`config.mk`:
```
export PLATFORM = sky130hd
export DESIGN_NAME = idle_timeout_message_framer
export DESIGN_NICKNAME = d
export VERILOG_FILES = /design/src/rtl/itmf_pkg.sv /design/src/rtl/idle_timeout_message_framer.sv /design/src/rtl/itmf_front.sv /design/src/rtl/itmf_back.sv
export SDC_FILE = /design/constraint.sdc
export NUM_CORES = 1
export LEC_CHECK = 0
export BUFFER_PORTS_ARGS = -buffer_cell sky130_fd_sc_hd__buf_2
export CORE_MARGIN = 2
export CORE_UTILIZATION = 67
export DETAILED_ROUTE_END_ITERATION = 12
export PLACE_DENSITY = 0.85
export SYNTH_ARGS = -nofsm -noshare
export SYNTH_HDL_FRONTEND = slang
export SYNTH_SLANG_ARGS = --single-unit
```
`constraint.sdc`:
```
create_clock -name clk -period 5.9 [get_ports clk]
set_input_delay 0.885 -clock clk [delete_from_list [all_inputs] [get_ports clk]]
set_output_delay 0.885 -clock clk [all_outputs]
set_load 0.005 [all_outputs]
```
`src/rtl/itmf_pkg.sv`:
```
package itmf_pkg;

  localparam int MAX_LEN = 32;
  localparam int CNT_W   = $clog2(MAX_LEN + 1);
  localparam int ADDR_W  = (MAX_LEN > 1) ? $clog2(MAX_LEN) : 1;
  localparam int QDEPTH  = 2;
  localparam int QPTR_W  = 1;
  localparam int QCNT_W  = 2;

  localparam logic [7:0]  CH_CR         = 8'h0D;
  localparam logic [7:0]  CH_LF         = 8'h0A;
  localparam logic [15:0] TIMEOUT_RESET = 16'd100;
  localparam logic [5:0]  LIMIT_RESET   = 6'd32;

  typedef enum logic [1:0] {
    CFG_TIMEOUT_TICKS = 2'd0,
    CFG_FRAME_LIMIT   = 2'd1
  } cfg_idx_t;

  typedef enum logic [1:0] {
    ST_RUN,
    ST_READ,
    ST_SEND
  } back_state_t;

  typedef struct packed {
    logic       mode;
    logic [7:0] rx_byte;
  } in_t;

  typedef struct packed {
    logic [7:0] msg_byte;
    logic       msg_last;
    logic       end_reason;
  } out_t;

  typedef struct packed {
    logic       is_tick;
    logic [7:0] data;
  } cmd_t;

endpackage

```
`src/rtl/idle_timeout_message_framer.sv`:
```
// Idle-timeout message framer.
// The input channel (in_valid, in_ready, in_data) carries either a received
// byte (mode 0) or a one-millisecond tick (mode 1). Carriage return and line
// feed bytes are dropped on entry; other items pass through a two-entry queue
// to the message engine, so the input side keeps taking items while a
// message drains, until the queue is full.
// A message ends when the stored byte count reaches frame_limit (taken as
// 1 when zero and as 32 when above 32), or on a tick once the idle count
// reaches timeout_ticks after at least one byte is stored. It then leaves on
// the output channel (out_valid, out_ready, out_data) one byte per transfer;
// each byte is read from the message memory and registered in the read
// state before it is offered. No new item is taken from the queue until the
// last byte is transferred.
// A stalled receiver simply holds the current byte; the queue then fills and
// in_ready drops. Configuration writes (cfg_valid, cfg_index, cfg_data) are
// always taken and must only happen while the block is idle.
// Reset (rst_n low, synchronous) empties the queue and the message, sets
// timeout_ticks to 100 and frame_limit to 32.
module idle_timeout_message_framer
  import itmf_pkg::*;
(
  input  logic        clk,
  input  logic        rst_n,
  input  logic        in_valid,
  output logic        in_ready,
  input  in_t         in_data,
  output logic        out_valid,
  input  logic        out_ready,
  output out_t        out_data,
  input  logic        cfg_valid,
  output logic        cfg_ready,
  input  logic [1:0]  cfg_index,
  input  logic [15:0] cfg_data
);

  logic [15:0] timeout_r;
  logic [5:0]  limit_r;
  logic        cmd_valid;
  logic        cmd_ready;
  cmd_t        cmd;

  assign cfg_ready = 1'b1;

  always_ff @(posedge clk) begin
    if (!rst_n) begin
      timeout_r <= TIMEOUT_RESET;
      limit_r   <= LIMIT_RESET;
    end else if (cfg_valid && cfg_ready) begin
      case (cfg_index)
        CFG_TIMEOUT_TICKS: timeout_r <= cfg_data;
        CFG_FRAME_LIMIT:   limit_r   <= cfg_data[5:0];
        default: begin
          timeout_r <= timeout_r;
        end
      endcase
    end
  end

  itmf_front u_front (
    .clk       (clk),
    .rst_n     (rst_n),
    .in_valid  (in_valid),
    .in_ready  (in_ready),
    .in_data   (in_data),
    .cmd_valid (cmd_valid),
    .cmd_ready (cmd_ready),
    .cmd       (cmd)
  );

  itmf_back u_back (
    .clk           (clk),
    .rst_n         (rst_n),
    .timeout_ticks (timeout_r),
    .frame_limit   (limit_r),
    .cmd_valid     (cmd_valid),
    .cmd_ready     (cmd_ready),
    .cmd           (cmd),
    .out_valid     (out_valid),
    .out_ready     (out_ready),
    .out_data      (out_data)
  );

  a_no_pop_while_sending: assert property (@(posedge clk) disable iff (!rst_n)
    cmd_valid && cmd_ready |-> !out_valid)
    else $error("Queue popped while a message byte is offered.");

  a_no_line_end_queued: assert property (@(posedge clk) disable iff (!rst_n)
    cmd_valid && !cmd.is_tick |-> (cmd.data != CH_CR) && (cmd.data != CH_LF))
    else $error("Line end byte reached the message engine.");

  a_gap_after_last: assert property (@(posedge clk) disable iff (!rst_n)
    out_valid && out_ready && out_data.msg_last |=> !out_valid)
    else $error("Output still valid after the last byte of a message.");

endmodule

```
`src/rtl/itmf_front.sv`:
```
module itmf_front
  import itmf_pkg::*;
(
  input  logic clk,
  input  logic rst_n,
  input  logic in_valid,
  output logic in_ready,
  input  in_t  in_data,
  output logic cmd_valid,
  input  logic cmd_ready,
  output cmd_t cmd
);

  cmd_t              q_r [QDEPTH];
  logic [QPTR_W-1:0] wr_ptr_r;
  logic [QPTR_W-1:0] wr_ptr_nxt;
  logic [QPTR_W-1:0] rd_ptr_r;
  logic [QPTR_W-1:0] rd_ptr_nxt;
  logic [QCNT_W-1:0] cnt_r;
  logic [QCNT_W-1:0] cnt_nxt;
  logic              drop;
  logic              push;
  logic              pop;

  assign in_ready  = (cnt_r != QCNT_W'(QDEPTH));
  assign drop      = !in_data.mode && ((in_data.rx_byte == CH_CR) || (in_data.rx_byte == CH_LF));
  assign push      = in_valid && in_ready && !drop;
  assign cmd_valid = (cnt_r != '0);
  assign pop       = cmd_valid && cmd_ready;
  assign cmd       = q_r[rd_ptr_r];

  always_comb begin
    wr_ptr_nxt = push ? wr_ptr_r + 1'b1 : wr_ptr_r;
    rd_ptr_nxt = pop ? rd_ptr_r + 1'b1 : rd_ptr_r;
    cnt_nxt    = cnt_r;
    if (push && !pop) begin
      cnt_nxt = cnt_r + 1'b1;
    end else if (pop && !push) begin
      cnt_nxt = cnt_r - 1'b1;
    end
  end

  always_ff @(posedge clk) begin
    if (!rst_n) begin
      wr_ptr_r <= '0;
      rd_ptr_r <= '0;
      cnt_r    <= '0;
    end else begin
      wr_ptr_r <= wr_ptr_nxt;
      rd_ptr_r <= rd_ptr_nxt;
      cnt_r    <= cnt_nxt;
    end
  end

  always_ff @(posedge clk) begin
    if (push) begin
      q_r[wr_ptr_r].is_tick <= in_data.mode;
      q_r[wr_ptr_r].data    <= in_data.rx_byte;
    end
  end

endmodule

```
`src/rtl/itmf_back.sv`:
```
module itmf_back
  import itmf_pkg::*;
(
  input  logic        clk,
  input  logic        rst_n,
  input  logic [15:0] timeout_ticks,
  input  logic [5:0]  frame_limit,
  input  logic        cmd_valid,
  output logic        cmd_ready,
  input  cmd_t        cmd,
  output logic        out_valid,
  input  logic        out_ready,
  output out_t        out_data
);

  logic [7:0]        mem [MAX_LEN];
  back_state_t       state_r;
  back_state_t       state_nxt;
  logic [CNT_W-1:0]  count_r;
  logic              recv_r;
  logic [15:0]       idle_r;
  logic [ADDR_W-1:0] rd_idx_r;
  logic              reason_r;
  out_t              out_r;

  logic              byte_cmd;
  logic              tick_cmd;
  logic              room;
  logic [CNT_W-1:0]  cnt_inc;
  logic [CNT_W-1:0]  lim;
  logic              byte_done;
  logic [15:0]       idle_inc;
  logic              tick_done;
  logic              rd_last;
  logic              mem_we;
  logic              run_state;

  assign byte_cmd = cmd_valid && cmd_ready && !cmd.is_tick;
  assign tick_cmd = cmd_valid && cmd_ready && cmd.is_tick && recv_r;
  assign room     = (count_r < CNT_W'(MAX_LEN));
  assign cnt_inc  = room ? count_r + CNT_W'(1) : count_r;

  always_comb begin
    if (frame_limit == 6'd0) begin
      lim = CNT_W'(1);
    end else if (32'(frame_limit) > 32'(MAX_LEN)) begin
      lim = CNT_W'(MAX_LEN);
    end else begin
      lim = CNT_W'(frame_limit);
    end
  end

  assign byte_done = (cnt_inc >= lim);
  assign idle_inc  = (idle_r == 16'hFFFF) ? idle_r : idle_r + 16'd1;
  assign tick_done = (idle_inc >= timeout_ticks);
  assign rd_last   = ((CNT_W'(rd_idx_r) + CNT_W'(1)) == count_r);

  always_comb begin
    state_nxt = state_r;
    case (state_r)
      ST_RUN: begin
        if ((byte_cmd && byte_done) || (tick_cmd && tick_done)) begin
          state_nxt = ST_READ;
        end
      end
      ST_READ: begin
        state_nxt = ST_SEND;
      end
      ST_SEND: begin
        if (out_ready) begin
          state_nxt = out_r.msg_last ? ST_RUN : ST_READ;
        end
      end
      default: begin
        state_nxt = ST_RUN;
      end
    endcase
  end

  always_comb begin
    run_state = 1'b0;
    out_valid = 1'b0;
    case (state_r)
      ST_RUN:  run_state = 1'b1;
      ST_SEND: out_valid = 1'b1;
      default: begin
        run_state = 1'b0;
        out_valid = 1'b0;
      end
    endcase
  end

  assign cmd_ready = run_state;
  assign mem_we    = byte_cmd && room;
  assign out_data  = out_r;

  always_ff @(posedge clk) begin
    if (!rst_n) begin
      state_r  <= ST_RUN;
      count_r  <= '0;
      recv_r   <= 1'b0;
      idle_r   <= '0;
      rd_idx_r <= '0;
      reason_r <= 1'b0;
    end else begin
      state_r <= state_nxt;
      if (byte_cmd) begin
        count_r  <= cnt_inc;
        recv_r   <= 1'b1;
        idle_r   <= '0;
        rd_idx_r <= '0;
        reason_r <= 1'b1;
      end else if (tick_cmd) begin
        idle_r   <= idle_inc;
        rd_idx_r <= '0;
        reason_r <= 1'b0;
      end else if (out_valid && out_ready) begin
        if (out_r.msg_last) begin
          count_r <= '0;
          recv_r  <= 1'b0;
          idle_r  <= '0;
        end else begin
          rd_idx_r <= rd_idx_r + ADDR_W'(1);
        end
      end
    end
  end

  always_ff @(posedge clk) begin
    if (mem_we) begin
      mem[count_r[ADDR_W-1:0]] <= cmd.data;
    end
    if (state_r == ST_READ) begin
      out_r.msg_byte   <= mem[rd_idx_r];
      out_r.msg_last   <= rd_last;
      out_r.end_reason <= reason_r;
    end
  end

endmodule
```
==> flow_metrics.py <==
metrics = {
    "status": {
        "status": "finished, final reports clean",
    },
    "timing": {
        "period_share_pct": 54.63,
        "slew_headroom_pct": 25.57,
        "rsz0062_at_grt": "no",
        "fin_skew_ns": 0.01868,
        "fmax_mhz": 310.3,
        "slew_viol_final": 0,
        "min_period_ns": 3.223,
        "worst_slack_ns": 2.677,
        "fin_tns_setup_ns": 0,
        "final_hold_viol_count": 0,
        "worst_slew_pin_slew_ns": 1.112,
        "finalSetupViolCount": 0,
    },
    "routing": {
        "via_per_inst": 6.618,
        "wirelength_um": 31820,
        "first_pass_iters": 5,
        "num_vias": 8120,
        "drt-wirelength-per-cell_um": 25.93,
        "drc_errors": 0,
        "drtAntennaViolNets": 0,
        "drt_iter0_drc": 889,
    },
    "logic_synthesis": {
        "syn_nets": 946,
        "synth_top_area_share_pct": 59.31,
        "ys_types": 60,
        "yosysTopAreaCell": "edfxtp_1",
        "synth-edff-count": 284,
        "synth.most_common_cell": "edfxtp_1",
        "avgSynthCellArea_sq_um": 16.25,
        "synth.cells.most_frequent": "edfxtp_1 (284), nand2_1 (75), mux4_2 (69)",
        "synthTopCellsByArea": "edfxtp_1 (59%), mux4_2 (11%), dfxtp_1 (8.1%), ha_1 (2.5%), mux4_1 (2.0%)",
        "synth-warning-count": 0,
        "ys_ff_latch": 342,
        "netlist_area_sq_um": 14380,
        "async_reset_ff_share_pct": 0,
        "ys.flop_type": "edfxtp_1",
        "synth_cells": 885,
        "ys_seq_area_share_pct": 67.39,
    },
    "layout": {
        "num-nets-final": 988,
        "antenna_cells": 0,
        "syn2layout_area_growth_pct": 10.54,
        "nFillCells": 1165,
        "multi_input_area_sq_um": 4402,
        "seqCellArea_sq_um": 9696,
        "instances_no_fill": 1227,
        "drive_gt1_share_pct": 20.17,
    },
    "floorplanning": {
        "die_x_um": 150.5,
        "die_h_um": 150.5,
        "rows": 53,
        "core-area_sq_um": 21020,
        "start_util_pct": 68.40,
        "design.die.area_sq_um": 22650,
        "ioPinCount": 45,
    },
    "worst_setup_path": {
        "worstSetupPathType": "flip-flop to flip-flop",
        "critPathLaunchType": "flip-flop",
        "slowest_delay_ns": 0.44,
        "crit_chain": "ha_1 -> nand3_1 -> nor2_1 -> nand2_1 -> mux2_1 -> ha_1 -> a211oi_1 -> o21bai_1 -> a221oi_1 -> o31ai_1 -> o2bb2ai_1",
        "critPathSlowestCell": "dfxtp_1",
        "arrival_ns": 3.61,
        "crit_required_ns": 6.28,
        "crit_path_max_fanout": 11,
        "timing.critical_path.mode_cell": "ha_1",
        "worst_setup_path_end_kind": "flip-flop",
    },
    "placement": {
        "io_buffers": 43,
        "place_ws_ns": 2.712,
        "place_congestion": 0.8390,
        "dp_hpwl_um": 18800,
        "dp.cells": 1165,
    },
    "power_and_ir_drop": {
        "p_total_w": 0.005582,
        "power.ir.vdd_worst_mv": 0.2547,
        "p_leak_nw": 5.260,
        "powerDensity_nw_per_um2": 351.2,
    },
    "clocking": {
        "cts_tree": "yes",
        "cts.repair.resized": 0,
        "cts_buffer_depth": 3,
        "cts_hold_buf": 0,
        "worstSkewPairLatency_ns": 0.51,
        "clkTransAtPathRegs_ns": 0.06,
        "clock-sinks": 342,
        "cts_buffers": 35,
        "htree_levels": 2,
        "cts_root_buffer": "clkbuf_16",
        "cts_setup_buffers": 0,
    },
    "global_route": {
        "grt_max_degree": 54,
        "gr-total-overflow": 0,
        "grt_pass1_wl_um": 48400,
        "grt_pass1_vias": 8150,
        "track_usage_pct": 29.60,
        "antenna_found_initial": 0,
    },
    "hold_path": {
        "min_path_type": "flip-flop to flip-flop",
    },
    "run": {
        "max-cap-violations": 0,
    },
}
[layer usage]
metal  GRT usage (%)  share of wire, %  vias up
met2           48.82                50      525
li1                -                 -     3493
met5               0                 0        -
met4           11.93               3.7        0
met1           40.22                38     4012
met3           4.636               9.0       90
[worst max-delay path, delay by kind of cell, from the launching register on]
kind,cells,cell delay [ns]
compound gates,5,0.88
simple gates,3,0.86
fa+ha+maj,2,0.52
flops,1,0.44
mux,1,0.40
[cells by family (layout without fill, tap and decap cells)]
| family | after synthesis | in the layout | synth area share (%) |
|---|---|---|---|
| DFF | 342 | 342 | 67.39 |
| and+or+nand+nor | 224 | 224 | 7.397 |
| muxes | 107 | 107 | 14.87 |
| AOI/OAI and AO/OA | 89 | 89 | 3.994 |
| buffers and inverters | 64 | 131 | 2.036 |
| adders and majority gates | 29 | 29 | 2.524 |
| xor gates and xnor gates | 29 | 29 | 1.766 |
| other | 1 | 1 | 0.02608 |
[state kept, by name, indices dropped and copies added (netlist names), 5 cells and up, named ones only]
signal	count
timeout_r	16
u_back.rd_idx_r	5
u_back.idle_r	16
u_front.q_r	18
limit_r	6
u_back.mem	256
u_back.count_r	6
u_back.out_data	10
[worst paths after layout]
| kind | from | to | slack (ns) | cells past startpoint |
|---|---|---|---|---|
| worst min-delay path | u_back.reason_r | u_back.out_data[0] | 0.45 | 0 |
| worst max-delay path | u_back.idle_r[0] | u_back.state_r[0] | 2.68 | 11 |
| worst max register to register | u_back.idle_r[0] | u_back.state_r[0] | 2.68 | 11 |
| worst min register to register | u_back.reason_r | u_back.out_data[0] | 0.45 | 0 |
[area by class of cell]
class | count | share of cell area, %
sequential | 342 | 61.00
multi-input combinational | 479 | 27.69
clock buffer | 44 | 6.054
tap | 275 | 2.165
timing repair buffer | 47 | 1.543
clock inverter | 18 | 1.023
inverter | 22 | 0.5196
[cells in the final DEF, fill, tap and decap left out, types with 4 or more instances in the layout]
cell,synthesis,layout
inv_1,21,21
mux4_2,69,69
mux4_1,11,11
nand4_1,5,5
clkinv_1,0,7
or3_1,4,4
edfxtp_1,284,284
nand3b_1,7,7
a21boi_1,21,21
nand2_1,75,75
nand2b_1,8,8
o21ai_1,19,19
buf_4,1,4
clkbuf_16,0,37
o21ai_0,6,6
dfxtp_1,58,55
and2_1,6,6
mux2i_1,7,7
xnor2_1,15,15
ha_1,29,29
buf_2,5,43
mux2_2,19,19
a21oi_1,16,16
clkbuf_1,29,6
nor2b_1,12,12
nor2_1,61,61
nand3_1,29,29
xor2_1,14,14
clkinv_2,0,6
[per-stage QoR]
step / hold WS [ns] / util (%) / cell area, sq um
floorplan: 0.4030 / - / 14380
global placement: 0.4197 / 70.26 / 14770
detailed placement: 0.4183 / 70.26 / 14770
CTS: 0.4331 / 75.61 / 15890
global route: 0.4398 / 75.61 / 15890
finish: 0.4489 / 75.61 / 15890
[where the power goes]
part	internal, W	total, W	switching [W]
registers	0.00285	0.00290	0.0000478
logic	0.000155	0.000501	0.000346
clock network	0.00129	0.00218	0.000896
total	0.00429	0.00558	0.00129
No activity file was read; power rests on OpenSTA's default activity.
